File: src/ipu_pkg.sv
package ipu_pkg;

  // register indexes on the configuration port
  localparam logic [1:0] CFG_SCALE  = 2'd0;
  localparam logic [1:0] CFG_WIDTH  = 2'd1;
  localparam logic [1:0] CFG_HEIGHT = 2'd2;

  localparam int CFG_IDX_W  = 2;
  localparam int CFG_DATA_W = 16;

  localparam int SCALE_W  = 7;
  localparam int WIDTH_W  = 13;
  localparam int HEIGHT_W = 16;

  localparam logic [SCALE_W-1:0] SCALE_LIMIT = 7'd100;
  localparam int DEF_MAX_WIDTH = 4096;

  // result queue between front and output
  localparam int QDEPTH = 4;
  localparam int QPW    = $clog2(QDEPTH);
  localparam int QCW    = QPW + 1;

  // one result beat
  typedef struct packed {
    logic       pixel_valid;
    logic [7:0] blue;
    logic [7:0] green;
    logic [7:0] red;
    logic [1:0] pad;
    logic       row_end;
    logic       image_end;
    logic       rejected;
  } res_t;

  // zero bytes needed to bring 3*w*s bytes to a four-byte boundary
  function automatic logic [1:0] pad_calc(input logic [1:0] w_lo, input logic [1:0] s_lo);
    logic [3:0] prod;
    logic [5:0] bytes;
    prod  = {2'b00, w_lo} * {2'b00, s_lo};
    bytes = 6'(prod) * 6'd3;
    return 2'(2'd0 - bytes[1:0]);
  endfunction

endpackage

File: src/ipu_queue.sv
module ipu_queue
  import ipu_pkg::*;
(
  input  logic           clk,
  input  logic           rst,
  input  logic           push,
  input  res_t           push_res,
  output logic [QCW-1:0] level,
  output logic           out_valid,
  input  logic           out_stall,
  output res_t           head
);

  res_t           q_mem [QDEPTH];
  logic [QPW-1:0] wr_ptr;
  logic [QPW-1:0] rd_ptr;
  logic           pop;

  assign out_valid = (level != '0);
  assign pop       = out_valid && !out_stall;
  assign head      = q_mem[rd_ptr];

  // pointers and fill level
  always_ff @(posedge clk) begin
    if (rst) begin
      wr_ptr <= '0;
      rd_ptr <= '0;
      level  <= '0;
    end else begin
      if (push) wr_ptr <= wr_ptr + QPW'(1);
      if (pop)  rd_ptr <= rd_ptr + QPW'(1);
      level <= level + QCW'(push) - QCW'(pop);
    end
  end

  // entry storage
  always_ff @(posedge clk) begin
    if (push) q_mem[wr_ptr] <= push_res;
  end

endmodule

File: config.mk
export PLATFORM = sky130hd
export DESIGN_NAME = ipu_queue
export DESIGN_NICKNAME = d
export VERILOG_FILES = /design/src/ipu_pkg.sv /design/src/ipu_queue.sv
export SDC_FILE = /design/constraint.sdc
export NUM_CORES = 1
export LEC_CHECK = 0
export CORE_UTILIZATION = 50
export CTS_BUF_LIST = sky130_fd_sc_hd__clkbuf_8
export DETAILED_ROUTE_END_ITERATION = 12
export DONT_BUFFER_PORTS = 1
export GPL_ROUTABILITY_DRIVEN = 0
export PLACE_DENSITY = 0.72
export SLEW_MARGIN = 20
export SYNTH_ARGS = -nofsm -noshare
export SYNTH_HDL_FRONTEND = slang
export SYNTH_SLANG_ARGS = --single-unit
File: constraint.sdc
create_clock -name clk -period 2.7 [get_ports clk]
set_input_delay 0.54 -clock clk [delete_from_list [all_inputs] [get_ports clk]]
set_output_delay 0.54 -clock clk [all_outputs]
set_load 0.03 [all_outputs]
==> summary.txt, run 1 <==
Status: finished clean
PortBufs: 0
Nets: 258
Standard-cell rows: 35
CP endpoint kind: output port
Max Fclk: 423 MHz
Clock Latency Late Sink: 0.42 ns
Slew Limit Fails: 0
Drt pass-1 iters: 4
Vias per cell: 5.40
Worst Hold Class: input pin to register
Worst-case clock buffer depth: 2
Starting Density: 51.7%
Via Count: 1934
Post-synth EDFFs: 120
Arrival time worst endpoint: 1.82 ns
Worst EP required: 2.16 ns
Clock share of power: 33.3%
Synth Register Bits: 129
Top cell type's share of synthesized area: 75.1%
Final wirelength: 7.28 mm
Initial antenna violation count: 0
Top-Level Pins: 68
Seq/Total Area, Yosys: 78.9%
Logic pwr share: 17.8%
Maximum vdd drop: 0.000616 V
CTS tree: done
First-pass GRT wire length: 11.2 mm
Clock-pin slew on the worst setup and hold paths: 0.07 ns
Layout cells sized above 1: 31.0%
Main synth FF type: edfxtp_1
Antenna diodes: 0
Ys Warns: 0
Total power: 4940 µW
Post-DP Area: 4950 µm²
Final Skew: 0.00626 ns
Design area: 5360 µm²
Crit-path max FO: 26
Die height: 100 µm
Fin crit share: 87.5%
Die footprint: 9990 µm²
Sw Ratio: 28.2%
Min Tclk post-route: 2.36 ns
Post-cts gate resize count: 0
RSZ-0062 raised after global routing: no
Post-Syn Area: 4800 µm²
Setup bufs post-CTS: 0
Sequential power share: 49.0%
Worst-margin pin slew: 0.864 ns
Dominant cells by area after synthesis: edfxtp_1 (75%), mux4_2 (14%), dfxtp_1 (3.8%), ha_1 (1.6%), buf_6 (0.70%)
Net Sw Power: 1400 µW
Overflow left after global routing: 0
Total Neg Setup Slack: 0 ns
Die X: 100 µm
1st-iter DRT viols: 71
Internal power: 3550 µW
Cts-stage hold buffer count: 0
R2R setup slack: 0.51 ns
Final core utilization: 57.7%
Placement-stage worst setup slack: 0.530 ns
Lkg Pwr: 0.00170 µW
Largest net degree at the start of global routing: 31
Synth Area per Inst: 23.6 µm²
Max Cap Viol: 0
Gate Count Post-Synth: 203
Syn-to-layout area delta: 11.7%
# clock sinks: 129
DRC viols: 0
Final hold violation count: 0
Setup WS post-layout: 0.339 ns
Most frequent cells after synthesis: edfxtp_1 (120), mux4_2 (30), dfxtp_1 (9), inv_1 (7), ha_1 (6)
Core Area: 9280 µm²
Top-count cell post-synth: edfxtp_1
Yosys cell types: 20
Async set-or-reset flop fraction in the synthesized netlist: 0%
Vias in the first global route: 2090
Syn Nets: 244
# setup viols final: 0
Synth area leader: edfxtp_1
CTS H-tree depth: 4
Crit Path Category: register to output port
Mean routed wirelength per cell: 20.3 µm
Root buffer cell: clkbuf_8
Critical Path Start Type: register
Antenna Violating Nets Remaining: 0
Relative slew margins: 42.4%
Power Dens Cells: 923 nW/µm²
CTS Buf Count: 17
Aggregate global-route resource usage: 16.1%
==> final timing paths <==
check                                             from                   to  cells past startpoint
worst max-delay path                          register             head[27]                      2
worst min register to register  rd_ptr[0]$_SDFFE_PP0P_             register                      2
worst max register to register     level[1]$_SDFF_PP0_  level[2]$_SDFF_PP0_                      9
worst min-delay path                               rst             register                      1
==> critical path: stages (launching register included) <==
cell     delay (ns)
dfxtp_2        0.44
buf_12         0.27
mux4_2         0.67
==> power groups by stage <==
| stage | logic, µW | registers, µW | clock network [µW] |
|---|---|---|---|
| 2_1_floorplan | 809 | 2430 | 0 |
| 3_3_place_gp | 887 | 2460 | 0 |
| 3_5_place_dp | 891 | 2470 | 0 |
| 4_1_cts | 896 | 2430 | 1680 |
| 5_1_grt | 940 | 2440 | 1750 |
| 6_report | 878 | 2420 | 1650 |
==> cell families (layout without fill, tap and decap cells) <==
group | after synthesis | after routing | share of synthesized area (%)
DFF | 129 | 129 | 78.9
muxes | 32 | 32 | 14.6
and+or+nand+nor | 15 | 15 | 2.03
buffers and inverters | 14 | 40 | 1.64
adders and majority gates | 7 | 7 | 1.98
AOI/OAI and AO/OA | 3 | 3 | 0.313
xor gates and xnor gates | 3 | 3 | 0.548
==> layout make-up <==
type	instances	area (µm²)
fillers	700	3930
flip-flops and latches	129	3790
multi-input cells	60	940
clock buffers	17	234
clock inverters	14	169
well taps	129	161
repair buffers	2	40.0
inverters	7	26.3
==> registers in the layout, summed over array words and instances, names as in the netlist, named ones only <==
signal	cells
level	3
q_mem	120
rd_ptr	2
wr_ptr	2
==> per-layer routing <==
layer  wire length (µm)  track usage [%]  vias up
li1                   -                -      856
met1               3190             19.7      992
met2               3430             24.5       72
met3                530             7.17       14
met4                126             8.14        0
met5                  0                0        -
==> per-stage QoR <==
stage / cells / hold slack, ns
2_1_floorplan: 203 / 0.488
3_3_place_gp: 327 / 0.507
3_5_place_dp: 327 / 0.508
4_1_cts: 358 / 0.148
5_1_grt: 358 / 0.148
6_report: 358 / 0.177
==> layout by cell type (no fill, tap or decap) <==
cell / instances
mux4_2: 30
ha_1: 6
or3_1: 1
inv_1: 8
clkinv_4: 6
xnor2_1: 3
dfxtp_1: 7
nor3_4: 1
nor2_1: 5
clkinv_2: 3
clkbuf_8: 17
mux2i_1: 1
a21oi_1: 2
bufinv_16: 3
edfxtp_1: 120
nor2b_1: 3
mux2_4: 1
fa_1: 1
buf_12: 2
dfxtp_2: 2
o21ai_0: 1
and2_2: 4
clkinvlp_4: 1
nor3b_2: 1
(Power assumes the default switching activity.)
==> inputs of run 2 (changes only) <==
Settings changed: PLACE_DENSITY 0.72 to default.
==> run 2 against run 1 <==
Hold slack improved by 0.0079 ns. Sequential share of layout area fell by 0.35 points. Register-to-register slack got worse by 0.04 ns. Critical path depth did not move. Routed wire length rose by 2.7%. Flip-flop and latch count did not move. Sequential power barely moved. Maximum frequency rose by 3.6%. Cell count rose by 0.84%. Cell area rose by 0.47%. Total power rose by 2.6%. Critical path type unchanged. Largest cell class unchanged. Highest routed layer unchanged.
==> summary.txt, run 2 (same netlist as run 1, synthesis figures left out) <==
Worst-case clock buffer depth: 2 (unchanged)
Non-Filler Instances: 361 (was 358)
Hold Startpoint: rst (unchanged)
CTS Buf Count: 17 (unchanged)
Critical Path Start Type: register (unchanged)
Crit-path max FO: 17 (was 26)
Clock Latency Late Sink: 0.41 ns (was 0.42 ns)
Design area: 5380 µm² (was 5360 µm²)
Final wirelength: 7.48 mm (was 7.28 mm)
Max Fclk: 439 MHz (was 423 MHz)
Most frequent cells in the layout: edfxtp_1 (120), mux4_2 (30), clkbuf_8 (17) (unchanged)
FF-to-FF Start: level[1]$_SDFF_PP0_ (unchanged)
Standard-cell rows: 35 (unchanged)
Lkg Pwr: 0.00171 µW (was 0.00170 µW)
Worst Hold Class: input pin to register (unchanged)
Final hold violation count: 0 (unchanged)
Largest net degree at the start of global routing: 31 (unchanged)
Critical path, cell by cell: buf_4 -> mux4_2 (was buf_12 -> mux4_2)
Max reg flops: 120 (unchanged)
Antenna diodes: 0 (unchanged)
DRC viols: 0 (unchanged)
R2r endpoint: level[2]$_SDFF_PP0_ (unchanged)
# setup viols final: 0 (unchanged)
Clock-pin slew on the worst setup and hold paths: 0.08 ns (was 0.07 ns)
Post-DP Area: 4940 µm² (was 4950 µm²)
R2R setup slack: 0.47 ns (was 0.51 ns)
Min Tclk post-route: 2.28 ns (was 2.36 ns)
Overflow left after global routing: 0 (unchanged)
Met3 usage: 7.38% (was 7.17%)
Via Count: 1946 (was 1934)
Largest registers: q_mem: 120 flops, level: 3 flops (unchanged)
Setup bufs post-CTS: 0 (unchanged)
Detail Placement HPWL: 4.54 mm
Worst EP required: 2.16 ns (about the same)
Slew Limit Fails: 0 (unchanged)
Top reg by flops: q_mem (unchanged)
Die X: 100 µm (unchanged)
First-pass GRT wire length: 11.6 mm (was 11.2 mm)
Drt pass-1 iters: 5 (was 4)
CTS tree: done (unchanged)
Slowest CP cell: mux4_2 (unchanged)
1st-iter DRT viols: 75 (was 71)
Post-cts gate resize count: 0 (unchanged)
Root buffer cell: clkbuf_8 (unchanged)
Starting Density: 51.7% (unchanged)
Vias per cell: 5.39 (was 5.40)
RSZ-0062 raised after global routing: no (unchanged)
Met1 usage: 17.7% (was 19.7%)
Crit Path Category: register to output port (unchanged)
Worst-margin pin slew: 0.847 ns (was 0.864 ns)
Status: finished clean (unchanged)
CP max stage delay: 0.68 ns (was 0.67 ns)
Top-Level Pins: 68 (unchanged)
CTS H-tree depth: 4 (unchanged)
Antenna Violating Nets Remaining: 0 (unchanged)
Core Area: 9280 µm² (unchanged)
CP endpoint kind: output port (unchanged)
Commonest non-fill, non-tap cell in the layout: edfxtp_1 (unchanged)
Aggregate global-route resource usage: 16.5% (was 16.1%)
# clock sinks: 129 (unchanged)
Post-Place Cells: 329 (was 327)
Die footprint: 9990 µm² (unchanged)
Maximum vdd drop: 0.000493 V (was 0.000616 V)
Mean routed wirelength per cell: 20.7 µm (was 20.3 µm)
Cts-stage hold buffer count: 0 (unchanged)
Met2 GRT Util: 28.5% (was 24.5%)
Fin crit share: 84.4% (was 87.5%)
R2R depth: 9 (unchanged)
Power Dens Cells: 943 nW/µm² (was 923 nW/µm²)
Total Neg Setup Slack: 0 ns (unchanged)
Nets: 260 (was 258)
Layout cells sized above 1: 31.0% (about the same)
Die height: 100 µm (unchanged)
Arrival time worst endpoint: 1.74 ns (was 1.82 ns)
Setup crit end: head[2] (was head[27])
PortBufs: 0 (unchanged)
Max Cap Viol: 0 (unchanged)
Vias in the first global route: 2237 (was 2090)
Initial antenna violation count: 0 (unchanged)
Final Skew: 0.00746 ns (was 0.00626 ns)
GRT Max-Usage Layer: met2 (unchanged)
Syn-to-layout area delta: 12.2% (was 11.7%)
Relative slew margins: 43.6% (was 42.4%)
## run 2: cell count changes in the layout (fill, tap and decap cells not counted)
cell	delta
buf_12	-2
buf_4	+4
bufinv_16	+1
clkinv_1	+1
clkinv_2	-3
clkinv_4	-3
dfxtp_1	+1
dfxtp_2	-1
inv_6	+5
## run 2: cell type report
cell class	count	area, µm²
Fill cell	699	3900
Sequential cell	129	3780
Multi-Input combinational cell	60	940
Clock buffer	17	234
Clock inverter	15	205
Tap cell	129	161
Timing Repair Buffer	4	30.0
Inverter	7	26.3
## run 2: layer usage
| metal | vias up | wire length, µm |
|---|---|---|
| met5 | - | 0 |
| li1 | 866 | - |
| met1 | 1023 | 2900 |
| met3 | 8 | 436 |
| met2 | 49 | 4050 |
| met4 | 0 | 88 |
## run 2: worst max-delay path, delay by kind of cell (launching register included)
| family | cells | cell delay [ns] |
|---|---|---|
| buf+inv | 1 | 0.32 |
| flops | 1 | 0.33 |
| mux | 1 | 0.68 |
## run 2: where the power goes
group | total [µW] | switching (µW) | internal [µW]
Sequential | 2400 | 90.7 | 2310
Clock | 1780 | 759 | 1020
Combinational | 892 | 571 | 321
## run 2: stage by stage
stage               power (µW)  worst slack (ns)  util [%]  hold WS, ns
global placement          3320             0.589      53.2        0.506
global route              5270             0.310      58.0        0.146
detailed placement        3360             0.447      53.2        0.526
CTS                       5130             0.364      58.0        0.159
finish                    5070             0.420      58.0        0.185
floorplan                 3240             0.617         -        0.488
## run 2: worst min-delay path by stage
stage,to,cells after the start
after floorplan,register,2
after global placement,rd_ptr[0]$_SDFFE_PP0P_,2
after detailed placement,rd_ptr[0]$_SDFFE_PP0P_,2
after CTS,rd_ptr[0]$_SDFFE_PP0P_,1
after global routing,level[2]$_SDFF_PP0_,1
final,rd_ptr[0]$_SDFFE_PP0P_,1
==> inputs of run 3 (changes only) <==
Settings changed: PLACE_DENSITY from default to 0.68.
Clock period 2.7 ns to 2 ns, I/O delays scaled along.
==> run 3 against run 2 <==
Via count is 3.0% higher. Setup slack lost 0.47 ns. Largest cell class unchanged. Register-to-register slack lost 0.36 ns. Count of clock-buffer cells in the layout did not move. Routed wire length rose by 6.1%. The flow now finishes with violations (negative setup slack). Largest power group unchanged.
==> summary.txt, run 3 (same netlist as run 1, synthesis figures left out) <==
Status: finished, violations left (was finished clean)
Failing checks: negative setup slack
Antenna diodes: 0 (unchanged)
Clock Latency Late Sink: 0.42 ns (was 0.41 ns)
Power Dens Cells: 1220 nW/µm² (was 943 nW/µm²)
Total Neg Setup Slack: -1.05 ns (was 0 ns)
Max reg flops: 120 (unchanged)
Worst hold stages: 1 (unchanged)
DRC viols: 0 (unchanged)
Standard-cell rows: 35 (unchanged)
Worst EP required: 1.60 ns (was 2.16 ns)
R2r endpoint: level[2]$_SDFF_PP0_ (unchanged)
Core Area: 9280 µm² (unchanged)
Critical Path Start Type: register (unchanged)
RSZ-0062 raised after global routing: yes (was no)
Final wirelength: 7.93 mm (was 7.48 mm)
Via Count: 2005 (was 1946)
Post-DP Area: 5030 µm² (was 4940 µm²)
PortBufs: 0 (unchanged)
Slew Limit Fails: 0 (unchanged)
Antenna Violating Nets Remaining: 0 (unchanged)
CP endpoint kind: output port (unchanged)
CTS H-tree depth: 4 (unchanged)
Final Skew: 0.0166 ns (was 0.00746 ns)
# clock sinks: 129 (unchanged)
Vias per cell: 5.43 (was 5.39)
Design area: 5450 µm² (was 5380 µm²)
Root buffer cell: clkbuf_8 (unchanged)
Syn-to-layout area delta: 13.6% (was 12.2%)
Nets: 268 (was 260)
Setup WS post-layout: -0.0515 ns (was 0.420 ns)
# setup viols final: 30 (was 0)
Top-Level Pins: 68 (unchanged)
R2R setup slack: 0.11 ns (was 0.47 ns)
R2R depth: 9 (unchanged)
Mean routed wirelength per cell: 21.5 µm (was 20.7 µm)
Cts-stage hold buffer count: 0 (unchanged)
Top reg by flops: q_mem (unchanged)
Layout cells sized above 1: 35.8% (was 31.0%)
FF-to-FF Start: level[2]$_SDFF_PP0_ (was level[1]$_SDFF_PP0_)
Min Tclk post-route: 2.05 ns
Worst-case clock buffer depth: 2 (unchanged)
Initial antenna violation count: 0 (unchanged)
Final core utilization: 58.7% (was 58.0%)
Clock-pin slew on the worst setup and hold paths: 0.07 ns (was 0.08 ns)
Hold Startpoint: rst (unchanged)
Worst Hold Class: input pin to register (unchanged)
1st-iter DRT viols: 88 (was 75)
Commonest non-fill, non-tap cell in the layout: edfxtp_1 (unchanged)
CTS Buf Count: 17 (unchanged)
Starting Density: 51.7% (unchanged)
Die X: 100 µm (unchanged)
First-pass GRT wire length: 12.0 mm (was 11.6 mm)
Post-Place Cells: 335 (was 329)
Lkg Pwr: 0.00174 µW (was 0.00171 µW)
Fin crit share: 103%
Max Fclk: 487 MHz
Arrival time worst endpoint: 1.65 ns (was 1.74 ns)
Drt pass-1 iters: 4 (was 5)
Overflow left after global routing: 0 (unchanged)
Non-Filler Instances: 369 (was 361)
Die height: 100 µm (unchanged)
Crit Path Category: register to output port (unchanged)
Die footprint: 9990 µm² (unchanged)
Relative slew margins: 46.1% (was 43.6%)
Aggregate global-route resource usage: 17.4% (was 16.5%)
Final hold violation count: 0 (unchanged)
Max Cap Viol: 0 (unchanged)
CTS tree: done (unchanged)
Largest net degree at the start of global routing: 31 (unchanged)
Largest registers: q_mem: 120 flops, level: 3 flops (unchanged)
Crit-path max FO: 12 (was 17)
Maximum vdd drop: 0.000822 V (was 0.000493 V)
Detail Placement HPWL: 4.68 mm (was 4.54 mm)
Vias in the first global route: 2179 (was 2237)
Worst-margin pin slew: 0.809 ns (was 0.847 ns)
Most frequent cells in the layout: edfxtp_1 (120), mux4_2 (30), clkbuf_8 (17) (unchanged)
[run 3: layer usage]
layer | GRT usage, % | up-vias | share of wire, %
li1 | - | 879 | -
met2 | 26.5 | 85 | 48
met3 | 7.10 | 15 | 7.2
met4 | 6.79 | 0 | 1.9
met1 | 22.7 | 1026 | 43
met5 | 0 | - | 0
[run 3: how the worst max path moves through the flow]
stage	start	to	depth (start not counted)
final	register	head[19]	2
after global routing	register	head[19]	2
after floorplan	level[1]$_SDFF_PP0_	level[2]$_SDFF_PP0_	9
after CTS	register	head[19]	2
after detailed placement	level[1]$_SDFF_PP0_	level[2]$_SDFF_PP0_	9
after global placement	level[1]$_SDFF_PP0_	level[2]$_SDFF_PP0_	9
[run 3: what timing repair did]
action                     CTS  global route
gates resized for setup      3             2
setup endpoints to repair   30            31
pin swaps                    0             1
gates cloned                 1             0
hold endpoints to repair     0             0
setup buffers                0             1
[run 3: area by class of cell]
class / count / area [µm²]
clock buffer: 17 / 234
timing repair buffer: 12 / 151
sequential: 129 / 3790
clock inverter: 15 / 135
inverter: 7 / 26.3
fill: 707 / 3830
multi-input combinational: 60 / 950
tap: 129 / 161
[run 3: through the flow]
| stage | hold slack, ns | setup WS [ns] | power (µW) |
|---|---|---|---|
| floorplan | 0.488 | 0.00246 | 4380 |
| global placement | 0.466 | 0.133 | 4600 |
| detailed placement | 0.466 | 0.0227 | 4640 |
| CTS | 0.0115 | -0.0936 | 6700 |
| global route | 0.0125 | -0.114 | 6940 |
| finish | 0.0389 | -0.0515 | 6670 |
[run 3: power breakdown]
| group | switching (µW) | internal [µW] | total (µW) | leakage (µW) |
|---|---|---|---|---|
| sequential | 77.3 | 3130 | 3200 | 0.00118 |
| combinational | 882 | 573 | 1460 | 0.000380 |
| clock | 1020 | 989 | 2010 | 0.000180 |
| total | 1980 | 4690 | 6670 | 0.00174 |
[run 3: worst max-delay path: stages (launching register included)]
cell     delay (ns)
dfxtp_4        0.41
buf_12         0.18
mux4_2         0.64
